## src/rtl/bbo_pkg.sv

```systemverilog
// ----------------------------------------------------------------------------
// bbo_pkg
// Shared types and constants for the bounding box outline overlay.
// ----------------------------------------------------------------------------
package bbo_pkg;

    // Defaults for the top-level parameters
    localparam int MAX_BOXES_DEF  = 12;
    localparam int COORD_BITS_DEF = 11;

    // Fixed field widths
    localparam int BOX_IDX_W = 4;
    localparam int BOX_CNT_W = 4;
    localparam int PIX_W     = 16;

    // Command codes
    localparam logic CMD_LOAD  = 1'b0;
    localparam logic CMD_PIXEL = 1'b1;

    // Outline color (white in RGB565)
    localparam logic [PIX_W-1:0] EDGE_COLOR = 16'hFFFF;

    // Per-lane control from the pipeline control
    typedef struct packed {
        logic load;     // write this lane's box entry
        logic advance;  // capture compare flags into the compare stage
    } bbo_lane_ctrl_t;

    // Registered compare flags of one lane
    typedef struct packed {
        logic h_hit;    // on a horizontal edge
        logic v_hit;    // on a vertical edge
    } bbo_lane_flags_t;

endpackage

```

## src/rtl/bbo_box_lane.sv

```systemverilog
// ----------------------------------------------------------------------------
// bbo_box_lane
// One box slot: holds the box coordinates and registers the edge compare
// of the pixel in the input stage against this box.
// ----------------------------------------------------------------------------
module bbo_box_lane #(
    parameter int COORD_BITS = bbo_pkg::COORD_BITS_DEF
) (
    input  logic                          clk,
    input  bbo_pkg::bbo_lane_ctrl_t       ctrl,
    input  logic [COORD_BITS-1:0]         box_left,
    input  logic [COORD_BITS-1:0]         box_top,
    input  logic [COORD_BITS-1:0]         box_right,
    input  logic [COORD_BITS-1:0]         box_bottom,
    input  logic [COORD_BITS-1:0]         pix_x,
    input  logic [COORD_BITS-1:0]         pix_y,
    output bbo_pkg::bbo_lane_flags_t      flags
);
    import bbo_pkg::*;

    localparam int E = COORD_BITS + 1;
    localparam logic [E-1:0] ONE = E'(1);
    localparam logic [E-1:0] TWO = E'(2);

    logic [COORD_BITS-1:0] left_reg;
    logic [COORD_BITS-1:0] top_reg;
    logic [COORD_BITS-1:0] right_reg;
    logic [COORD_BITS-1:0] bottom_reg;

    logic [E-1:0] xe;
    logic [E-1:0] ye;
    logic [E-1:0] left_e;
    logic [E-1:0] top_e;
    logic [E-1:0] right_e;
    logic [E-1:0] bottom_e;

    logic row_match;
    logic x_inside;
    logic y_inside;
    logic col_match;

    bbo_lane_flags_t flags_reg;
    bbo_lane_flags_t flags_next;

    // Box storage; no reset, an entry is defined once loaded
    always_ff @(posedge clk)
    begin
        if (ctrl.load)
        begin
            left_reg   <= box_left;
            top_reg    <= box_top;
            right_reg  <= box_right;
            bottom_reg <= box_bottom;
        end
    end

    // Extend by one bit so that +1 and +2 never wrap
    assign xe       = {1'b0, pix_x};
    assign ye       = {1'b0, pix_y};
    assign left_e   = {1'b0, left_reg};
    assign top_e    = {1'b0, top_reg};
    assign right_e  = {1'b0, right_reg};
    assign bottom_e = {1'b0, bottom_reg};

    always_comb
    begin
        row_match = (ye == top_e) || (ye == top_e + ONE) ||
                    (ye == bottom_e) || (ye == bottom_e + ONE);
        x_inside  = (xe >= left_e) && (xe < right_e);
        y_inside  = (ye > top_e) && (ye < bottom_e);
        col_match = (xe == left_e) || (xe == left_e + ONE) ||
                    (xe + TWO == right_e) || (xe + ONE == right_e);
        flags_next.h_hit = row_match && x_inside;
        flags_next.v_hit = y_inside && col_match;
    end

    always_ff @(posedge clk)
    begin
        if (ctrl.advance)
        begin
            flags_reg <= flags_next;
        end
    end

    assign flags = flags_reg;

endmodule

```

## src/rtl/bounding_box_overlay.sv

```systemverilog
// ----------------------------------------------------------------------------
// bounding_box_overlay
// Draws two-pixel white rectangle outlines over an RGB565 pixel stream.
// Each input transaction either loads one box (cmd low) into a slot of the
// box table or carries one pixel (cmd high) with its whole-frame position;
// every pixel transaction yields exactly one output transaction, in order,
// replaced by white with on_edge set when it lies on the outline of any of
// the first box_count slots. Load transactions yield no output; a load to a
// slot at or above MAX_BOXES is dropped. The block takes one transaction per
// clock unless in_stall is high; a pixel passes the input stage, the per-box
// compare stage and the output register merging all slots' compare flags.
// Every active slot must be loaded before a pixel uses it. box_count must be
// written through the config port only while no pixel is in flight; the
// block does not enforce this. Values above MAX_BOXES mean all slots.
// ----------------------------------------------------------------------------
module bounding_box_overlay #(
    parameter int MAX_BOXES  = bbo_pkg::MAX_BOXES_DEF,
    parameter int COORD_BITS = bbo_pkg::COORD_BITS_DEF
) (
    input  logic                           clk,
    input  logic                           rst_n,

    // Config write channel (box_count)
    input  logic                           cfg_valid,
    output logic                           cfg_ready,
    input  logic [bbo_pkg::BOX_CNT_W-1:0]  cfg_data,

    // Input channel
    input  logic                           in_valid,
    output logic                           in_stall,
    input  logic                           cmd,
    input  logic [bbo_pkg::BOX_IDX_W-1:0]  box_index,
    input  logic [COORD_BITS-1:0]          box_left,
    input  logic [COORD_BITS-1:0]          box_top,
    input  logic [COORD_BITS-1:0]          box_right,
    input  logic [COORD_BITS-1:0]          box_bottom,
    input  logic [COORD_BITS-1:0]          pixel_x,
    input  logic [COORD_BITS-1:0]          pixel_y,
    input  logic [bbo_pkg::PIX_W-1:0]      pixel_in,

    // Output channel
    output logic                           out_valid,
    input  logic                           out_stall,
    output logic [bbo_pkg::PIX_W-1:0]      pixel_out,
    output logic                           on_edge
);
    import bbo_pkg::*;

    logic [BOX_CNT_W-1:0]  box_count_reg;

    // Input stage
    logic                  s1_valid_reg;
    logic                  s1_valid_next;
    logic [COORD_BITS-1:0] s1_x_reg;
    logic [COORD_BITS-1:0] s1_y_reg;
    logic [PIX_W-1:0]      s1_pix_reg;

    // Compare stage (flags live in the lanes)
    logic                  s2_valid_reg;
    logic [PIX_W-1:0]      s2_pix_reg;

    // Output register
    logic                  out_valid_reg;
    logic [PIX_W-1:0]      pixel_out_reg;
    logic                  on_edge_reg;

    logic s1_open;
    logic s2_open;
    logic s3_open;
    logic in_accept;
    logic load_accept;
    logic hit;

    logic [MAX_BOXES-1:0] active;
    logic [MAX_BOXES-1:0] edge_vec;

    // ------------------------------------------------------------------
    // Config register: always ready; the user must see that it is only written while idle (not enforced)
    // ------------------------------------------------------------------
    assign cfg_ready = 1'b1;

    always_ff @(posedge clk or negedge rst_n)
    begin
        if (!rst_n)
        begin
            box_count_reg <= '0;
        end
        else if (cfg_valid && cfg_ready)
        begin
            box_count_reg <= cfg_data;
        end
    end

    // ------------------------------------------------------------------
    // Flow control: a stage opens when it is empty or its contents move on
    // ------------------------------------------------------------------
    assign s3_open     = !out_valid_reg || !out_stall;
    assign s2_open     = !s2_valid_reg || s3_open;
    assign s1_open     = !s1_valid_reg || s2_open;
    assign in_stall    = !s1_open;
    assign in_accept   = in_valid && !in_stall;
    assign load_accept = in_accept && (cmd == CMD_LOAD);

    // Only pixels enter the pipeline; loads finish at acceptance
    assign s1_valid_next = in_accept && (cmd == CMD_PIXEL);

    always_ff @(posedge clk or negedge rst_n)
    begin
        if (!rst_n)
        begin
            s1_valid_reg  <= 1'b0;
            s2_valid_reg  <= 1'b0;
            out_valid_reg <= 1'b0;
        end
        else
        begin
            if (s1_open)
            begin
                s1_valid_reg <= s1_valid_next;
            end
            if (s2_open)
            begin
                s2_valid_reg <= s1_valid_reg;
            end
            if (s3_open)
            begin
                out_valid_reg <= s2_valid_reg;
            end
        end
    end

    // Payload registers: advance with their stage, hold otherwise
    always_ff @(posedge clk)
    begin
        if (s1_open)
        begin
            s1_x_reg   <= pixel_x;
            s1_y_reg   <= pixel_y;
            s1_pix_reg <= pixel_in;
        end
        if (s2_open)
        begin
            s2_pix_reg <= s1_pix_reg;
        end
        if (s3_open)
        begin
            pixel_out_reg <= hit ? EDGE_COLOR : s2_pix_reg;
            on_edge_reg   <= hit;
        end
    end

    // ------------------------------------------------------------------
    // Box lanes: one per slot, each compares the input-stage pixel.
    // A load accepted in the same cycle as a pixel leaves the input stage
    // lands at that edge, so the pixel sees the table as it was before.
    // ------------------------------------------------------------------
    for (genvar i = 0; i < MAX_BOXES; i++)
    begin : g_lane
        bbo_lane_ctrl_t  lane_ctrl;
        bbo_lane_flags_t lane_flags;

        assign lane_ctrl.load    = load_accept && (32'(box_index) == i);
        assign lane_ctrl.advance = s2_open;

        bbo_box_lane #(
            .COORD_BITS (COORD_BITS)
        ) u_lane (
            .clk        (clk),
            .ctrl       (lane_ctrl),
            .box_left   (box_left),
            .box_top    (box_top),
            .box_right  (box_right),
            .box_bottom (box_bottom),
            .pix_x      (s1_x_reg),
            .pix_y      (s1_y_reg),
            .flags      (lane_flags)
        );

        // Slot is drawn only below box_count; counts past the table use all
        assign active[i]   = (32'(box_count_reg) > i);
        assign edge_vec[i] = lane_flags.h_hit || lane_flags.v_hit;
    end

    assign hit = |(edge_vec & active);

    assign out_valid = out_valid_reg;
    assign pixel_out = pixel_out_reg;
    assign on_edge   = on_edge_reg;

    // ------------------------------------------------------------------
    // Assertions
    // ------------------------------------------------------------------
`ifndef ASSERT_OFF
    // Input backs up only when every stage is full and the sink stalls
    a_stall_full: assert property (@(posedge clk) disable iff (!rst_n)
        in_stall |-> (s1_valid_reg && s2_valid_reg && out_valid_reg && out_stall))
        else $error("input stalled with room in the pipeline");

    // A pixel in the input stage with room ahead moves into the compare stage
    a_s1_moves: assert property (@(posedge clk) disable iff (!rst_n)
        (s1_valid_reg && s2_open) |=> s2_valid_reg)
        else $error("pixel dropped between input and compare stage");

    // A flagged result always carries the outline color
    a_edge_color: assert property (@(posedge clk) disable iff (!rst_n)
        (out_valid && on_edge) |-> (pixel_out == EDGE_COLOR))
        else $error("edge flag without outline color");

    // A compare-stage pixel leaves when the output register opens
    a_s2_moves: assert property (@(posedge clk) disable iff (!rst_n)
        (s2_valid_reg && s3_open) |=> out_valid_reg)
        else $error("pixel dropped between compare stage and output");
`endif

endmodule
```

## config.mk

```make
export PLATFORM = sky130hd
export DESIGN_NAME = bounding_box_overlay
export DESIGN_NICKNAME = d
export VERILOG_FILES = /design/src/rtl/bbo_pkg.sv /design/src/rtl/bbo_box_lane.sv /design/src/rtl/bounding_box_overlay.sv
export SDC_FILE = /design/constraint.sdc
export NUM_CORES = 2
export LEC_CHECK = 0
export BUFFER_PORTS_ARGS = -buffer_cell sky130_fd_sc_hd__clkbuf_2
export CORE_MARGIN = 2
export CORE_UTILIZATION = 50
export CTS_BUF_LIST = sky130_fd_sc_hd__clkbuf_16
export DETAILED_ROUTE_END_ITERATION = 10
export PLACE_DENSITY = 0.66
export SKIP_LAST_GASP = 1
export SYNTH_ARGS = -nofsm -noshare
export SYNTH_HDL_FRONTEND = slang
export SYNTH_SLANG_ARGS = --single-unit
```

## constraint.sdc

```tcl
create_clock -name clk -period 4.97 [get_ports clk]
set_input_delay 0.497 -clock clk [delete_from_list [all_inputs] [get_ports clk]]
set_output_delay 0.497 -clock clk [all_outputs]
set_load 0.01 [all_outputs]
```

==> results.sh <==
export IMPL_crit_buf_inv=1
export IMPL_coreArea_um2=93470
export IMPL_synthesis_instances=4657
export IMPL_cts_resized=0
export IMPL_syn_avg_cell_area_um2=10.13
export IMPL_diodes=0
export IMPL_intPower_w=0.009920
export IMPL_cts_tree="yes"
export IMPL_ctsRootBufferMaster="clkbuf_16"
export IMPL_maxCapViolCount=0
export IMPL_period_minus_slack_ps=3672
export IMPL_ant_nets=0
export IMPL_synth_enable_flop_cells=623
export IMPL_min_path_type="input port to flop"
export IMPL_rsz0062_at_grt="no"
export IMPL_synth_fp_nets=5319
export IMPL_post_route_period_util=0.7388
export IMPL_worstPathCellList="buf_4 -> ha_1 -> nand3_1 -> nor3_1 -> xnor2_2 -> xnor2_1 -> nand4_1 -> nor3_1 -> or4_1 -> and3_1"
export IMPL_wl_per_cell_um=23.65
export IMPL_cts_setup_buffers=0
export IMPL_switching_share=0.2693
export IMPL_vias_per_cell=6.092
export IMPL_portBuffers=114
export IMPL_power_density_nw_per_um2=259.9
export IMPL_overflow=0
export IMPL_hold_end="s1_y_reg[4]"
export IMPL_rows=112
export IMPL_grt_usage=0.2928
export IMPL_crit_required_ps=5370
export IMPL_pwr_share_clk=0.403
export IMPL_fmax_ghz=0.2723
export IMPL_leakage_nw=20.63
export IMPL_die_area_um2=96830
export IMPL_path_max_fanout=17
export IMPL_cts_clk_slew_worst_paths_ps=60
export IMPL_die_h_um=311.2
export IMPL_timing_reg2reg_setup_slack_ps=1300
export IMPL_grt_pass1_wl_mm=215.5
export IMPL_place_hpwl_mm=104.4
export IMPL_max_stage_delay_ps=850
export IMPL_hold_worst_slack_ps=26.78
export IMPL_multi_input_area_um2=25970
export IMPL_grt_max_degree=65
export IMPL_r2r_start="s1_x_reg[1]"
export IMPL_hold_buffers=11
export IMPL_wirelength_mm=145.3
export IMPL_setup_viol=0
export IMPL_yosys_most_used_dff="edfxtp_1"
export IMPL_nNetsFinal=5493
export IMPL_slew_headroom=0.1998
export IMPL_status="finished clean"
export IMPL_hold_violations=0
export IMPL_cp_common_cell="nor3_1"
export IMPL_syn_area_um2=47180
export IMPL_startpoint_type="flop"
export IMPL_dieWidth_um=311.2
export IMPL_hold_depth=1
export IMPL_rr_worst_depth=10
export IMPL_grt_pass1_vias=34760
export IMPL_sequentialPowerShare=0.450
export IMPL_finClkSkew_ps=33.94
export IMPL_numCtsBuffers=73
export IMPL_ys_warn_count=0
export IMPL_slew_violations=0
export IMPL_reg2reg_to="g_lane[7].u_lane.flags[0]"
export IMPL_syn_to_final_growth_pct=10.74
export IMPL_clk_latency_ps=660
export IMPL_worst_setup_path_end_kind="flop"
export IMPL_crit_type="flop to flop"
export IMPL_antenna_found_initial=3
export IMPL_tns_ps=0
export IMPL_synth_seq_cells=630
export IMPL_drtIter0Drc=3611
export IMPL_start_util=0.5047
export IMPL_ir_drop_mv=0.2230
export IMPL_io_pins=116
export IMPL_yosysSeqAreaShare=0.4003
export IMPL_cts_path_max_buffers=3
export IMPL_critical_path_top_delay_family="simple AND/OR/NAND/NOR gates"
export IMPL_fillers=8020
export IMPL_drc=0
export IMPL_final_layout_size_suffix_gt1_frac=0.07628
export IMPL_vias=37430
export IMPL_ys_types=92
export IMPL_worstHoldStart="pixel_y[4]"
export IMPL_htreeDepth=3
export IMPL_seq_area_um2=18880
export IMPL_crit_slowest_cell="xnor2_2"
export IMPL_clkSinkCount=630
export IMPL_async_reset_ff_frac=0.01111
export IMPL_gp_congestion=0.9342
export IMPL_worstPathArrival_ps=4070
export IMPL_drt_pass1_iterations=5
export IMPL_p_sw_w=0.003656
export IMPL_comb_power_share=0.147
export IMPL_worst_slew_pin_slew_ps=1197
[synthesized netlist by cell type (60+ instances only)]
| cell | number | area, µm² |
|---|---|---|
| a211oi_1 | 60 | 450.4 |
| a21oi_1 | 210 | 1051 |
| edfxtp_1 | 623 | 18710 |
| ha_1 | 566 | 7082 |
| inv_1 | 498 | 1869 |
| nand2_1 | 195 | 732.0 |
| nand3_1 | 187 | 935.9 |
| nand4_1 | 141 | 882.1 |
| nor2_1 | 212 | 795.8 |
| nor2b_1 | 65 | 406.6 |
| nor3_1 | 131 | 655.6 |
| nor4_1 | 79 | 494.2 |
| o21ai_0 | 215 | 1076 |
| xnor2_1 | 495 | 4335 |
| xor2_1 | 171 | 1498 |
[how the worst max path moves through the flow]
stage	startpoint	end	slack (ps)	cells past startpoint
finish	s1_x_reg[1]	g_lane[7].u_lane.flags[0]	1300	10
global route	s1_x_reg[1]	g_lane[9].u_lane.flags[0]	1140	10
CTS	s1_x_reg[1]	g_lane[7].u_lane.flags[0]	1320	10
detailed placement	s1_x_reg[1]	g_lane[7].u_lane.flags[0]	1380	10
global placement	s1_x_reg[0]	g_lane[4].u_lane.flags[1]	850	10
floorplan	out_valid	g_lane[7].u_lane.bottom_reg[0]	440	5
[power groups by stage]
stage	clock network (W)	registers (W)	logic, W
2_1_floorplan	0	0.00622	0.00121
3_3_place_gp	0	0.00621	0.00192
3_5_place_dp	0	0.00622	0.00195
4_1_cts	0.00555	0.00611	0.00197
5_1_grt	0.00575	0.00612	0.00217
6_report	0.00547	0.00611	0.00199
[cell usage in the layout (no fill, tap or decap), drive strengths merged, types with 17 or more instances in the layout]
master   Yosys  final
and2        28     28
or3         40     40
nand3      189    189
nor2       215    215
nor3       134    134
o311ai      25     25
nand4      143    143
nand2b      35     35
and3        50     50
buf         78     89
a2111oi     31     31
clkinv       0     33
nor2b       65     65
o2111ai     19     19
a31oi       31     31
a211oi      61     61
xor2       172    172
ha         566    566
o21ai      222    222
o21a        48     48
a21o        50     50
a21oi      210    210
clkbuf      37    188
edfxtp     623    623
or4         22     22
nor4        83     83
o41ai       17     17
inv        505    520
nand2      195    195
xnor2      501    501
o211ai      52     52
[area by class of cell]
cell class	count	share of cell area
multi-input cells	3407	0.4972
flip-flops and latches	630	0.3615
inverters	505	0.03628
clock buffers	74	0.03545
well taps	1254	0.03003
repair buffers	214	0.02917
clock inverters	60	0.01044
[logic make-up (layout without fill, tap and decap cells)]
group | count (synthesis) | count (layout) | synth area share
mux | 23 | 23 | 0.005066
xor+xnor | 676 | 676 | 0.1282
simple gates | 1249 | 1249 | 0.1401
compound gates | 891 | 891 | 0.1237
buf+inv | 620 | 853 | 0.05217
flops | 630 | 630 | 0.4003
other cells | 1 | 1 | 0.00007949
fa+ha+maj | 567 | 567 | 0.1503
[worst reg2reg max path: stages, from the launching register on]
cell and delay (ps):
edfxtp_1 390, buf_4 230, ha_1 260, nand3_1 240, nor3_1 140, xnor2_2 850, xnor2_1 220, nand4_1 200
nor3_1 70, or4_1 580, and3_1 220
[metrics by stage]
stage | utilization | cell area [µm²] | total power (W) | setup WS, ps | instances
floorplan | - | 47200 | 0.007432 | 435.3 | 4657
global placement | 0.5319 | 49720 | 0.008133 | 848.5 | 5998
detailed placement | 0.5321 | 49740 | 0.008163 | 1382 | 5999
CTS | 0.5589 | 52240 | 0.01363 | 1324 | 6144
global route | 0.5589 | 52240 | 0.01404 | 1141 | 6144
finish | 0.5589 | 52240 | 0.01358 | 1298 | 6144
[metal layers]
metal / share of wire / vias up / GRT usage
met1: 0.45 / 18060 / 0.4262
li1: - / 17520 / -
met5: 0 / - / 0
met4: 0.038 / 0 / 0.1118
met2: 0.43 / 1593 / 0.4400
met3: 0.087 / 252 / 0.04246
Note: power is estimated with default switching activity, not from simulation.
